## config.mk

```make
export PLATFORM = sky130hd
export DESIGN_NAME = bounded_deque_with_remove_by_value
export DESIGN_NICKNAME = d
export VERILOG_FILES = /design/src/design/bdq_pkg.sv /design/src/design/bounded_deque_with_remove_by_value.sv /design/src/design/bdq_ram.sv
export VERILOG_INCLUDE_DIRS = /design/src /design/src/design
export SDC_FILE = /design/constraint.sdc
export NUM_CORES = 1
export LEC_CHECK = 0
export ABC_CLOCK_PERIOD_IN_PS = 7300
export BUFFER_PORTS_ARGS = -buffer_cell sky130_fd_sc_hd__buf_2
export CAP_MARGIN = 20
export CELL_PAD_IN_SITES_DETAIL_PLACEMENT = 0
export CELL_PAD_IN_SITES_GLOBAL_PLACEMENT = 2
export CORE_MARGIN = 2
export CORE_UTILIZATION = 30
export DETAILED_ROUTE_END_ITERATION = 8
export HOLD_SLACK_MARGIN = 0.06
export PLACE_DENSITY_LB_ADDON = 0.1
export SLEW_MARGIN = 0
export SYNTH_ARGS = -nofsm -noshare
export SYNTH_HDL_FRONTEND = slang
export SYNTH_HIERARCHICAL = 1
export SYNTH_SLANG_ARGS = --single-unit
```

## constraint.sdc

```tcl
create_clock -name clk -period 7.3 [get_ports clk]
set_input_delay 0.365 -clock clk [delete_from_list [all_inputs] [get_ports clk]]
set_output_delay 0.365 -clock clk [all_outputs]
set_load 0.05 [all_outputs]
```

## src/design/assert_macros.svh

```systemverilog
// assertion macros used by the top-level design file
`ifndef ASSERT_MACROS_SVH
`define ASSERT_MACROS_SVH

// property that must hold at every clock edge outside reset
`define BDQ_ASSERT(lbl, prop, msg) \
    lbl: assert property (@(posedge clk) disable iff (!rst_n) (prop)) else $error(msg);

// condition in one cycle implies a consequence in the next cycle
`define BDQ_ASSERT_NEXT(lbl, ante, cons, msg) \
    lbl: assert property (@(posedge clk) disable iff (!rst_n) (ante) |=> (cons)) else $error(msg);

`endif

```

## src/design/bdq_pkg.sv

```systemverilog
// package for the bounded deque: widths, operation and status codes
package bdq_pkg;

    localparam int CAPACITY_DEF = 16;
    localparam int DATA_W       = 32;
    localparam int OP_W         = 3;
    localparam int STAT_W       = 2;
    localparam int OCC_W        = 5;

    // operation codes
    localparam logic [OP_W-1:0] OP_PUSH_FRONT = 3'd0;
    localparam logic [OP_W-1:0] OP_PUSH_BACK  = 3'd1;
    localparam logic [OP_W-1:0] OP_POP_FRONT  = 3'd2;
    localparam logic [OP_W-1:0] OP_POP_BACK   = 3'd3;
    localparam logic [OP_W-1:0] OP_REMOVE     = 3'd4;

    // status codes
    localparam logic [STAT_W-1:0] STAT_OK    = 2'd0;
    localparam logic [STAT_W-1:0] STAT_EMPTY = 2'd1;
    localparam logic [STAT_W-1:0] STAT_FULL  = 2'd2;

endpackage

```

## src/design/bounded_deque_with_remove_by_value.sv

```systemverilog
// top level of the bounded deque with remove by value
//
// Commands come in on the s_ channel: s_tuser carries the operation, s_tdata the
// value. Each command gives one result word on the m_ channel: m_tuser carries
// the status, m_tdata the popped or removed value and the occupancy after it.
// Entries sit in a circular buffer in one ram; head pointer and count live in
// flops, so pushes and pops touch one ram entry.
// Pushes, failed commands and unknown codes load their result straight into
// the output register; a pop goes through a ram read, a capture and then the
// output register. A removal scans from the front at one entry a cycle through
// the ram read port, then moves the entries behind the match one place forward
// at one a cycle, and hands its result to the output register when it is done.
// One command is in flight at a time; the next is taken once the result sits in
// the output register. The output register holds while m_tready is low, and
// no new command is taken until it can accept a result.
// Reset clears the count, head pointer and control state; the ram is not
// cleared, as only entries that were written are ever read.
module bounded_deque_with_remove_by_value #(
    parameter int CAPACITY = bdq_pkg::CAPACITY_DEF
) (
    input  logic        clk,
    input  logic        rst_n,
    input  logic        s_tvalid,
    output logic        s_tready,
    input  logic [31:0] s_tdata,   // [31:0] value
    input  logic [2:0]  s_tuser,   // [2:0] operation
    output logic        m_tvalid,
    input  logic        m_tready,
    output logic [39:0] m_tdata,   // [31:0] result_value, [36:32] occupancy, rest zero
    output logic [1:0]  m_tuser    // [1:0] status
);

    `include "assert_macros.svh"

    localparam int AW  = $clog2(CAPACITY);
    localparam int CW  = $clog2(CAPACITY + 1);
    localparam int DW  = bdq_pkg::DATA_W;
    localparam int SW  = bdq_pkg::STAT_W;
    localparam int OW  = bdq_pkg::OCC_W;

    // sequencer states
    localparam logic [2:0] S_IDLE  = 3'd0;
    localparam logic [2:0] S_POP   = 3'd1;
    localparam logic [2:0] S_SCAN  = 3'd2;
    localparam logic [2:0] S_SHIFT = 3'd3;
    localparam logic [2:0] S_DONE  = 3'd4;

    logic [2:0]    state_reg, state_next;
    logic [AW-1:0] head_reg, head_next;
    logic [CW-1:0] count_reg, count_next;
    logic [DW-1:0] value_reg, value_next;
    logic [CW-1:0] issue_reg, issue_next;
    logic [AW-1:0] rd_ptr_reg, rd_ptr_next;
    logic          rvalid_reg, rvalid_next;
    logic [AW-1:0] cmp_ptr_reg, cmp_ptr_next;
    logic [CW-1:0] cmp_idx_reg, cmp_idx_next;
    logic [AW-1:0] wr_ptr_reg, wr_ptr_next;
    logic [CW-1:0] moves_reg, moves_next;
    logic [CW-1:0] rd_left_reg, rd_left_next;
    logic [DW-1:0] res_reg, res_next;
    logic [SW-1:0] stat_reg, stat_next;

    logic          out_valid_reg, out_valid_next;
    logic [DW-1:0] out_res_reg, out_res_next;
    logic [SW-1:0] out_stat_reg, out_stat_next;
    logic [OW-1:0] out_occ_reg, out_occ_next;

    logic          ram_we;
    logic [AW-1:0] ram_waddr;
    logic [DW-1:0] ram_wdata;
    logic [AW-1:0] ram_raddr;
    logic [DW-1:0] ram_rdata;

    logic          out_free;
    logic          accept;
    logic          is_full;
    logic          is_empty;
    logic          match;
    logic          load_out;
    logic [DW-1:0] load_res;
    logic [SW-1:0] load_stat;
    logic [CW-1:0] moves_left;

    logic          in_walk;
    logic          shift_ok;
    logic          push_ok;

    // circular pointer helpers
    function automatic logic [AW-1:0] ptr_inc(input logic [AW-1:0] p);
        return (p == AW'(CAPACITY - 1)) ? '0 : p + AW'(1);
    endfunction

    function automatic logic [AW-1:0] ptr_dec(input logic [AW-1:0] p);
        return (p == '0) ? AW'(CAPACITY - 1) : p - AW'(1);
    endfunction

    function automatic logic [AW-1:0] ptr_add(input logic [AW-1:0] p, input logic [CW-1:0] n);
        logic [AW:0] s;
        s = (AW+1)'(p) + (AW+1)'(n);
        if (s >= (AW+1)'(CAPACITY))
        begin
            s = s - (AW+1)'(CAPACITY);
        end
        return s[AW-1:0];
    endfunction

    bdq_ram #(
        .WIDTH (DW),
        .DEPTH (CAPACITY)
    ) u_ram (
        .clk   (clk),
        .we    (ram_we),
        .waddr (ram_waddr),
        .wdata (ram_wdata),
        .raddr (ram_raddr),
        .rdata (ram_rdata)
    );

    // handshake
    assign out_free = !out_valid_reg || m_tready;
    assign s_tready = (state_reg == S_IDLE) && out_free;
    assign accept   = s_tvalid && s_tready;
    assign is_full  = (count_reg >= CW'(CAPACITY));
    assign is_empty = (count_reg == '0);
    assign match    = rvalid_reg && (ram_rdata == value_reg);
    assign moves_left = count_reg - CW'(1) - cmp_idx_reg;

    // sequencer and ram access
    always_comb
    begin
        state_next   = state_reg;
        head_next    = head_reg;
        count_next   = count_reg;
        value_next   = value_reg;
        issue_next   = issue_reg;
        rd_ptr_next  = rd_ptr_reg;
        rvalid_next  = 1'b0;
        cmp_ptr_next = cmp_ptr_reg;
        cmp_idx_next = cmp_idx_reg;
        wr_ptr_next  = wr_ptr_reg;
        moves_next   = moves_reg;
        rd_left_next = rd_left_reg;
        res_next     = res_reg;
        stat_next    = stat_reg;
        ram_we       = 1'b0;
        ram_waddr    = '0;
        ram_wdata    = '0;
        ram_raddr    = '0;
        load_out     = 1'b0;
        load_res     = '0;
        load_stat    = bdq_pkg::STAT_OK;

        unique case (state_reg)
            S_IDLE:
            begin
                if (accept)
                begin
                    value_next = s_tdata;
                    case (s_tuser)
                        bdq_pkg::OP_PUSH_FRONT:
                        begin
                            load_out = 1'b1;
                            if (is_full)
                            begin
                                load_stat = bdq_pkg::STAT_FULL;
                            end
                            else
                            begin
                                ram_we     = 1'b1;
                                ram_waddr  = ptr_dec(head_reg);
                                ram_wdata  = s_tdata;
                                head_next  = ptr_dec(head_reg);
                                count_next = count_reg + CW'(1);
                            end
                        end
                        bdq_pkg::OP_PUSH_BACK:
                        begin
                            load_out = 1'b1;
                            if (is_full)
                            begin
                                load_stat = bdq_pkg::STAT_FULL;
                            end
                            else
                            begin
                                ram_we     = 1'b1;
                                ram_waddr  = ptr_add(head_reg, count_reg);
                                ram_wdata  = s_tdata;
                                count_next = count_reg + CW'(1);
                            end
                        end
                        bdq_pkg::OP_POP_FRONT:
                        begin
                            if (is_empty)
                            begin
                                load_out  = 1'b1;
                                load_stat = bdq_pkg::STAT_EMPTY;
                            end
                            else
                            begin
                                ram_raddr  = head_reg;
                                head_next  = ptr_inc(head_reg);
                                count_next = count_reg - CW'(1);
                                state_next = S_POP;
                            end
                        end
                        bdq_pkg::OP_POP_BACK:
                        begin
                            if (is_empty)
                            begin
                                load_out  = 1'b1;
                                load_stat = bdq_pkg::STAT_EMPTY;
                            end
                            else
                            begin
                                ram_raddr  = ptr_add(head_reg, count_reg - CW'(1));
                                count_next = count_reg - CW'(1);
                                state_next = S_POP;
                            end
                        end
                        bdq_pkg::OP_REMOVE:
                        begin
                            if (is_empty)
                            begin
                                load_out  = 1'b1;
                                load_stat = bdq_pkg::STAT_EMPTY;
                            end
                            else
                            begin
                                issue_next  = '0;
                                rd_ptr_next = head_reg;
                                state_next  = S_SCAN;
                            end
                        end
                        default:
                        begin
                            load_out = 1'b1;
                        end
                    endcase
                end
            end
            S_POP:
            begin
                res_next   = ram_rdata;
                stat_next  = bdq_pkg::STAT_OK;
                state_next = S_DONE;
            end
            S_SCAN:
            begin
                if (match)
                begin
                    res_next  = value_reg;
                    stat_next = bdq_pkg::STAT_OK;
                    if (moves_left == '0)
                    begin
                        count_next = count_reg - CW'(1);
                        state_next = S_DONE;
                    end
                    else
                    begin
                        wr_ptr_next  = cmp_ptr_reg;
                        rd_ptr_next  = ptr_inc(cmp_ptr_reg);
                        moves_next   = moves_left;
                        rd_left_next = moves_left;
                        state_next   = S_SHIFT;
                    end
                end
                else if (rvalid_reg && (cmp_idx_reg == count_reg - CW'(1)))
                begin
                    res_next   = '0;
                    stat_next  = bdq_pkg::STAT_EMPTY;
                    state_next = S_DONE;
                end
                else if (issue_reg < count_reg)
                begin
                    // read the next entry from the front
                    ram_raddr    = rd_ptr_reg;
                    rd_ptr_next  = ptr_inc(rd_ptr_reg);
                    issue_next   = issue_reg + CW'(1);
                    rvalid_next  = 1'b1;
                    cmp_ptr_next = rd_ptr_reg;
                    cmp_idx_next = issue_reg;
                end
            end
            S_SHIFT:
            begin
                // read one entry ahead, write it one place toward the front
                if (rd_left_reg != '0)
                begin
                    ram_raddr    = rd_ptr_reg;
                    rd_ptr_next  = ptr_inc(rd_ptr_reg);
                    rd_left_next = rd_left_reg - CW'(1);
                    rvalid_next  = 1'b1;
                end
                if (rvalid_reg)
                begin
                    ram_we      = 1'b1;
                    ram_waddr   = wr_ptr_reg;
                    ram_wdata   = ram_rdata;
                    wr_ptr_next = ptr_inc(wr_ptr_reg);
                    moves_next  = moves_reg - CW'(1);
                    if (moves_reg == CW'(1))
                    begin
                        count_next  = count_reg - CW'(1);
                        rvalid_next = 1'b0;
                        state_next  = S_DONE;
                    end
                end
            end
            S_DONE:
            begin
                if (out_free)
                begin
                    load_out   = 1'b1;
                    load_res   = res_reg;
                    load_stat  = stat_reg;
                    state_next = S_IDLE;
                end
            end
            default:
            begin
                state_next = S_IDLE;
            end
        endcase
    end

    // output register
    always_comb
    begin
        out_valid_next = out_valid_reg;
        out_res_next   = out_res_reg;
        out_stat_next  = out_stat_reg;
        out_occ_next   = out_occ_reg;
        if (load_out)
        begin
            out_valid_next = 1'b1;
            out_res_next   = load_res;
            out_stat_next  = load_stat;
            out_occ_next   = OW'(count_next);
        end
        else if (m_tready)
        begin
            out_valid_next = 1'b0;
        end
    end

    // control state
    always_ff @(posedge clk or negedge rst_n)
    begin
        if (!rst_n)
        begin
            state_reg     <= S_IDLE;
            head_reg      <= '0;
            count_reg     <= '0;
            rvalid_reg    <= 1'b0;
            out_valid_reg <= 1'b0;
        end
        else
        begin
            state_reg     <= state_next;
            head_reg      <= head_next;
            count_reg     <= count_next;
            rvalid_reg    <= rvalid_next;
            out_valid_reg <= out_valid_next;
        end
    end

    // working and payload registers
    always_ff @(posedge clk)
    begin
        value_reg    <= value_next;
        issue_reg    <= issue_next;
        rd_ptr_reg   <= rd_ptr_next;
        cmp_ptr_reg  <= cmp_ptr_next;
        cmp_idx_reg  <= cmp_idx_next;
        wr_ptr_reg   <= wr_ptr_next;
        moves_reg    <= moves_next;
        rd_left_reg  <= rd_left_next;
        res_reg      <= res_next;
        stat_reg     <= stat_next;
        out_res_reg  <= out_res_next;
        out_stat_reg <= out_stat_next;
        out_occ_reg  <= out_occ_next;
    end

    assign m_tvalid = out_valid_reg;
    assign m_tdata  = {(40 - DW - OW)'(0), out_occ_reg, out_res_reg};
    assign m_tuser  = out_stat_reg;

    // terms used by the checks
    assign in_walk  = (state_reg == S_SCAN) || (state_reg == S_SHIFT);
    assign shift_ok = (moves_reg != '0) && (rd_left_reg <= moves_reg);
    assign push_ok  = accept && !is_full
                      && ((s_tuser == bdq_pkg::OP_PUSH_FRONT) || (s_tuser == bdq_pkg::OP_PUSH_BACK));

    // checks
    `BDQ_ASSERT(a_count_bound, count_reg <= CW'(CAPACITY), "entry count beyond capacity")
    `BDQ_ASSERT(a_rvalid_state, !rvalid_reg || in_walk, "read data pending outside scan or shift")
    `BDQ_ASSERT(a_shift_counts, state_reg != S_SHIFT || shift_ok, "shift counters out of step")
    `BDQ_ASSERT_NEXT(a_push_grows, push_ok, count_reg == $past(count_reg) + CW'(1), "push did not grow")

endmodule

```

## src/design/bdq_ram.sv

```systemverilog
// generic simple dual-port ram with registered read
module bdq_ram #(
    parameter int WIDTH = bdq_pkg::DATA_W,
    parameter int DEPTH = bdq_pkg::CAPACITY_DEF
) (
    input  logic                     clk,
    input  logic                     we,
    input  logic [$clog2(DEPTH)-1:0] waddr,
    input  logic [WIDTH-1:0]         wdata,
    input  logic [$clog2(DEPTH)-1:0] raddr,
    output logic [WIDTH-1:0]         rdata
);

    logic [WIDTH-1:0] mem [DEPTH];

    // write port
    always_ff @(posedge clk)
    begin
        if (we)
        begin
            mem[waddr] <= wdata;
        end
    end

    // registered read port
    always_ff @(posedge clk)
    begin
        rdata <= mem[raddr];
    end

endmodule
```

Yosys cells after proc, flatten, opt, wreduce, memory -nomap -nowiden
Memories as Yosys holds them, arrays and structs flattened. A register that Yosys moved wholly into a read port is not among the register bits.
Cells that the tools add are included.
{ "totals": {"ff_bits": 151, "mem_bits_rw": 512, "inputBits": 39, "out_inout_bits": 44, "word_cells": 216, "mem_count": 1} }
{ "mem_list": {"columns": ["name", "words", "width", "read_ports", "rd_ports_with_merged_regs", "write_ports", "line_no", "text"], "rows": [
  ["u_ram.mem", 16, 32, 1, 1, 1, "bdq_ram.sv:14", "logic [WIDTH-1:0] mem [DEPTH];"]
]} }
{ "op_classes": {"addsub": 15, "order_cmp": 4, "n_eq_ne": 36, "muxes": 109, "bitwise": 2, "n_reduce_logical": 31} }
{ "ops": {"columns": ["cell", "n"], "rows": [
  ["$mux W32", 6],
  ["$pmux W32 S2", 2],
  ["$mux W4", 31],
  ["$mux W5", 17],
  ["$pmux W4 S2", 5],
  ["$pmux W5 S2", 4],
  ["$eq A32 B32 Y1", 1],
  ["$mux W3", 9],
  ["$ne A2 B2 Y1 const B", 13],
  ["$pmux W4 S3", 2],
  ["$mux W1", 19],
  ["$ne A3 B3 Y1 const B", 6],
  ["$add A4 B1 Y4 const B", 4],
  ["$eq A4 B4 Y1 const B", 4],
  ["$reduce_and A8 Y1", 2],
  ["$ge A5 B5 Y1 const B", 3],
  ["$pmux W3 S5", 1],
  ["$pmux W5 S3", 1],
  ["$sub A5 B1 Y5 const B", 3],
  ["$eq A3 B2 Y1 const B", 4],
  ["$pmux W2 S2", 3],
  ["$reduce_and A4 Y1", 3],
  ["$sub A4 B1 Y4 const B", 3],
  ["$add A4 B5 Y5", 2],
  ["27 further kinds", 49]
]} }

Logic depth before layout (Yosys ltp)
{ "logic_depth": {"word_depth": 8, "mapped_depth": 15, "depth_no_buf": 13} }

Hierarchy
Netlist, hierarchy kept.
{ "modules_own_cells": {"columns": ["module", "n_inst", "cells_per_inst", "area_each_um2"], "rows": [
  ["bdq_ram", 1, 838, 19835.3],
  ["bounded_deque_with_remove_by_value", 1, 722, 8285.4]
]} }

Worst setup path after synthesis
OpenSTA, ideal clock, no wires.
{ "synth_path": {"path_kind": "reg2reg", "startpoint": "register state_reg[1]", "endpoint": "memory u_ram/mem[0][0] in the netlist's numbering, enable pin", "setup_ns": 0.461, "arrival_time_ns": 5.204, "required_time_ns": 6.839, "setup_slack_ns": 1.635, "stages_incl_launch_ff": 10, "n_path_buf": 2, "path_cell_list": "dfrtp_1 clkbuf_1 nor3_2 nand3_1 inv_1 and3_1 clkbuf_1 or2_2 or3b_2 nor3_1"} }
{ "synth_via": {"elab_chain_len": 7, "word_cells_on_any_way": 10, "classes_between": "eq/ne (1); mux (6); reduce/logical (3)"} }
{ "synth_rtl": {"columns": ["item", "line_no", "text"], "rows": [
  ["start, declared", "bounded_deque_with_remove_by_value.sv:48", "logic [2:0] state_reg, state_next;"],
  ["start signal, assigned", "bounded_deque_with_remove_by_value.sv:359", "state_reg <= state_next;"],
  ["$logic_not A3 Y1", "bounded_deque_with_remove_by_value.sv:121, bounded_deque_with_remove_by_value.sv:153", null],
  ["$logic_and A1 B1 Y1", "bounded_deque_with_remove_by_value.sv:121", "assign s_tready = (state_reg == S_IDLE) && out_free;"],
  ["$logic_and A1 B1 Y1", "bounded_deque_with_remove_by_value.sv:122", "assign accept = s_tvalid && s_tready;"],
  ["$mux W1", "bounded_deque_with_remove_by_value.sv:156", "if (accept)"],
  ["$pmux W1 S2 (*)", "bounded_deque_with_remove_by_value.sv:153", "unique case (state_reg)"],
  ["net ram_we", "bounded_deque_with_remove_by_value.sv:68", "logic ram_we;"],
  ["$mux W1 (*)", "bdq_ram.sv:19", "if (we)"],
  ["$mux W1 (implied by the code) (*)", "bdq_ram.sv:21", "mem[waddr] <= wdata;"],
  ["end, declared", "bdq_ram.sv:14", null]
]} }
Mark *: on every way through the listed nets, which the timed path passes. The rest lies on a longest branch.

Final worst setup path
{ "layout_path": {"startpoint": "register count_reg[0]", "endpoint": "register u_ram.rdata[0] (read register of u_ram.mem)"} }
{ "layout_via": {"elab_chain_len": 8, "word_cells_on_any_way": 17, "classes_between": "add/sub (3); order compare (2); eq/ne (1); mux (9); reduce/logical (2)"} }
{ "layout_rtl": {"columns": ["item", "line_no", "text"], "rows": [
  ["start, declared", "bounded_deque_with_remove_by_value.sv:50", "logic [CW-1:0] count_reg, count_next;"],
  ["start signal, assigned", "bounded_deque_with_remove_by_value.sv:361", "count_reg <= count_next;"],
  ["$sub A5 B1 Y5", "bounded_deque_with_remove_by_value.sv:215, bounded_deque_with_remove_by_value.sv:267", null],
  ["$add A4 B5 Y5", "bounded_deque_with_remove_by_value.sv:99", "s = (AW+1)'(p) + (AW+1)'(n);"],
  ["$sub A4 B1 Y4 or $ge A5 B5 Y1 (tied branches)", "bounded_deque_with_remove_by_value.sv:102, bounded_deque_with_remove_by_value.sv:100", null],
  ["$mux W4", "bounded_deque_with_remove_by_value.sv:100", "if (s >= (AW+1)'(CAPACITY))"],
  ["$mux W4", "bounded_deque_with_remove_by_value.sv:208", "if (is_empty)"],
  ["$pmux W4 S2", "bounded_deque_with_remove_by_value.sv:159", "case (s_tuser)"],
  ["$mux W4", "bounded_deque_with_remove_by_value.sv:156", null],
  ["$pmux W4 S3 (*)", "bounded_deque_with_remove_by_value.sv:153", null],
  ["net ram_raddr[1]", "bounded_deque_with_remove_by_value.sv:71", "logic [AW-1:0] ram_raddr;"],
  ["end, declared", "bdq_ram.sv:11", "output logic [WIDTH-1:0] rdata"]
]} }
Marked as above.
A chain may end at the register's enable or synchronous reset.

==> impl_metrics.env <==
export IMPL_die_area_sq_um=96200
export IMPL_fin_skew_ns=0.0207
export IMPL_drt_pre_antenna_iters=5
export IMPL_endpoint_kind="register"
export IMPL_cts_setup_buffers=0
export IMPL_async_flop_share_pct=2.02
export IMPL_num_rows=112
export IMPL_syn_inst=1560
export IMPL_multi_input_area_sq_um=7360
export IMPL_cts_tree="built"
export IMPL_hold_viol=0
export IMPL_clk_pin_slew_worst_paths_ns=0.06
export IMPL_largest_register_ff_count=512
export IMPL_power_leakage_nw=12.1
export IMPL_clockBufferDepth=3
export IMPL_path_class="reg2reg"
export IMPL_vias=15300
export IMPL_synth_top_cell_area_share_pct=69.2
export IMPL_fmax_mhz=194
export IMPL_dpl_worst_slack_ns=2.13
export IMPL_min_delay_path_class="in2async"
export IMPL_p_per_area_nw_per_um2=253
export IMPL_final_area_sq_um=33400
export IMPL_worst_slack_ns=2.15
export IMPL_relSlewSlack_pct=33.2
export IMPL_rsz0062_at_grt="false"
export IMPL_drc=0
export IMPL_seq_area_sq_um=20400
export IMPL_antennaDiodeCount=0
export IMPL_netlist_top_cells_area="edfxtp_1 (69%), mux4_2 (10%), dfxtp_1 (2.3%)"
export IMPL_hold_ws_ns=0.229
export IMPL_synth_ff_type="edfxtp_1"
export IMPL_maxCapViolations=0
export IMPL_drive_gt1_share_pct=22.9
export IMPL_viasPerCell=5.04
export IMPL_fp_dieH_microns=310
export IMPL_critPathMaxFanout=40
export IMPL_yosys_warnings=6
export IMPL_area_growth_pct=18.6
export IMPL_cts_root_buf="clkbuf_16"
export IMPL_finalSetupViolations=0
export IMPL_fin_crit_sh_pct=70.6
export IMPL_mappedNetlistArea_sq_um=28100
export IMPL_setup_tns_final_ns=0
export IMPL_clock_latency_ns=0.64
export IMPL_regMostFlops="u_ram/mem"
export IMPL_place_area_sq_um=30300
export IMPL_crit_required_ns=7.82
export IMPL_final_common_cell="edfxtp_1"
export IMPL_die_x_microns=310
export IMPL_h_tree_depth=3
export IMPL_drt_iter0_markers=1119
export IMPL_ctsHoldBuffers=33
export IMPL_ctsResizeCount=0
export IMPL_grt_total_usage_pct=17.8
export IMPL_grt_pass1_wl_microns=121000
export IMPL_drt_wl_total_microns=84500
export IMPL_status="complete, no violations"
export IMPL_ys_types=72
export IMPL_wl_per_cell_microns=27.8
export IMPL_ant_nets=0
export IMPL_critPathLaunchType="register"
export IMPL_seq_area_frac_synth_pct=72.7
export IMPL_synth_top_area_cell="edfxtp_1"
export IMPL_synth_edf_count=648
export IMPL_grt_antenna_before_repair=3
export IMPL_grt_pass1_vias=15900
export IMPL_cts_num_sinks=694
export IMPL_place_gp_congestion=0.792
export IMPL_grt_max_degree=97
export IMPL_io_pin_count=83
export IMPL_numCtsBuffers=82
export IMPL_syn_area_per_cell_sq_um=18.0
export IMPL_portBuffers=79
export IMPL_peakVddDrop_mv=0.177
export IMPL_grt_overflow=0
export IMPL_coreArea_sq_um=93000
export IMPL_worstMarginPinSlew_ns=0.992
export IMPL_start_util_pct=30.2
export IMPL_layout_nets=1784
export IMPL_critPathArrivalTime_ns=5.67
export IMPL_filler_cell_count=8854
export IMPL_synth_seq_cells=694
export IMPL_min_period_ns=5.15
export IMPL_drv_slew=0
export IMPL_final_cell_mix="edfxtp_1 (648), mux4_2 (128), clkbuf_16 (85)"
export IMPL_dp_hpwl_microns=50600
export IMPL_r2r_slack_ns=2.15
[layer usage]
| metal | vias up | global-route usage, % | part of all wire [%] |
|---|---|---|---|
| li1 | 6657 | - | - |
| met1 | 8217 | 24.4 | 45 |
| met2 | 336 | 30.2 | 50 |
| met3 | 92 | 2.21 | 3.6 |
| met4 | 0 | 4.16 | 1.5 |
| met5 | - | 0 | 0 |
[per-stage QoR]
stage	instances	total power, W	utilization (%)
final	3039	0.00844	35.8
after global routing	3039	0.00872	35.8
after CTS	3038	0.00857	35.8
after detailed placement	2851	0.00441	32.6
after global placement	2850	0.00441	32.6
after floorplan	1562	0.00438	-
[worst paths after layout]
path                            cells after the start    startpoint         endpoint
worst max-delay path                               14  count_reg[0]   u_ram/rdata[0]
worst min-delay path                                2         rst_n      head_reg[3]
worst max register to register                     14  count_reg[0]   u_ram/rdata[0]
worst min register to register                      1   res_reg[20]  out_res_reg[20]
max in group asynchronous                           2         rst_n     state_reg[2]
min in group clk                                    2    s_tuser[2]       m_tuser[1]
[layout make-up]
cell class / count / share of cell area [%]
flip-flops and latches: 694 / 61.3
multi-input cells: 751 / 22.1
clock buffers: 109 / 6.74
clock inverters: 45 / 1.38
repair buffers: 155 / 3.44
inverters: 31 / 0.349
well taps: 1254 / 4.70
[kinds of logic (layout without fill, tap and decap cells)]
family	Yosys count	after routing	share of synthesized area (%)
flops	694	694	72.7
simple gates	272	272	5.17
compound gates	256	256	6.69
mux	134	134	10.5
buf+inv	117	340	1.78
xor+xnor	56	56	1.74
fa+ha+maj	30	30	1.41
other cells	1	3	0.0133
[cells in the mapped netlist (6+ instances only)]
cell / instances
dfrtp_1: 14
a21oi_1: 33
mux4_2: 128
dfxtp_1: 32
nand2b_1: 10
nand4_1: 9
a22oi_1: 67
nor2_1: 45
inv_1: 31
nor4_1: 22
buf_2: 8
nand3_1: 15
ha_1: 27
buf_1: 13
a22o_1: 66
nor2b_1: 8
a21o_1: 6
nand2_1: 68
a31oi_1: 8
nor3_1: 17
clkbuf_1: 52
xnor2_1: 15
and2_1: 40
buf_4: 12
o21ai_0: 29
xor2_1: 41
nor3b_1: 7
edfxtp_1: 648
[where the power goes]
group          switching, W  internal, W   total, W
logic             0.0000324    0.0000219  0.0000542
registers                 0      0.00429    0.00429
clock network       0.00164      0.00246    0.00410
[critical path: stages (launching register included)]
cell and delay, ns:
dfrtp_1 0.54, inv_1 0.20, ha_1 0.32, xor2_1 0.29
ha_1 0.34, nand3_1 0.11, or3_1 0.23, o311a_1 0.21
o21ai_0 0.31, inv_1 0.45, a21o_4 0.66, buf_4 0.58
mux4_2 0.39, a22oi_1 0.25, nand2_1 0.08
Note: power is estimated with default switching activity, not from simulation.
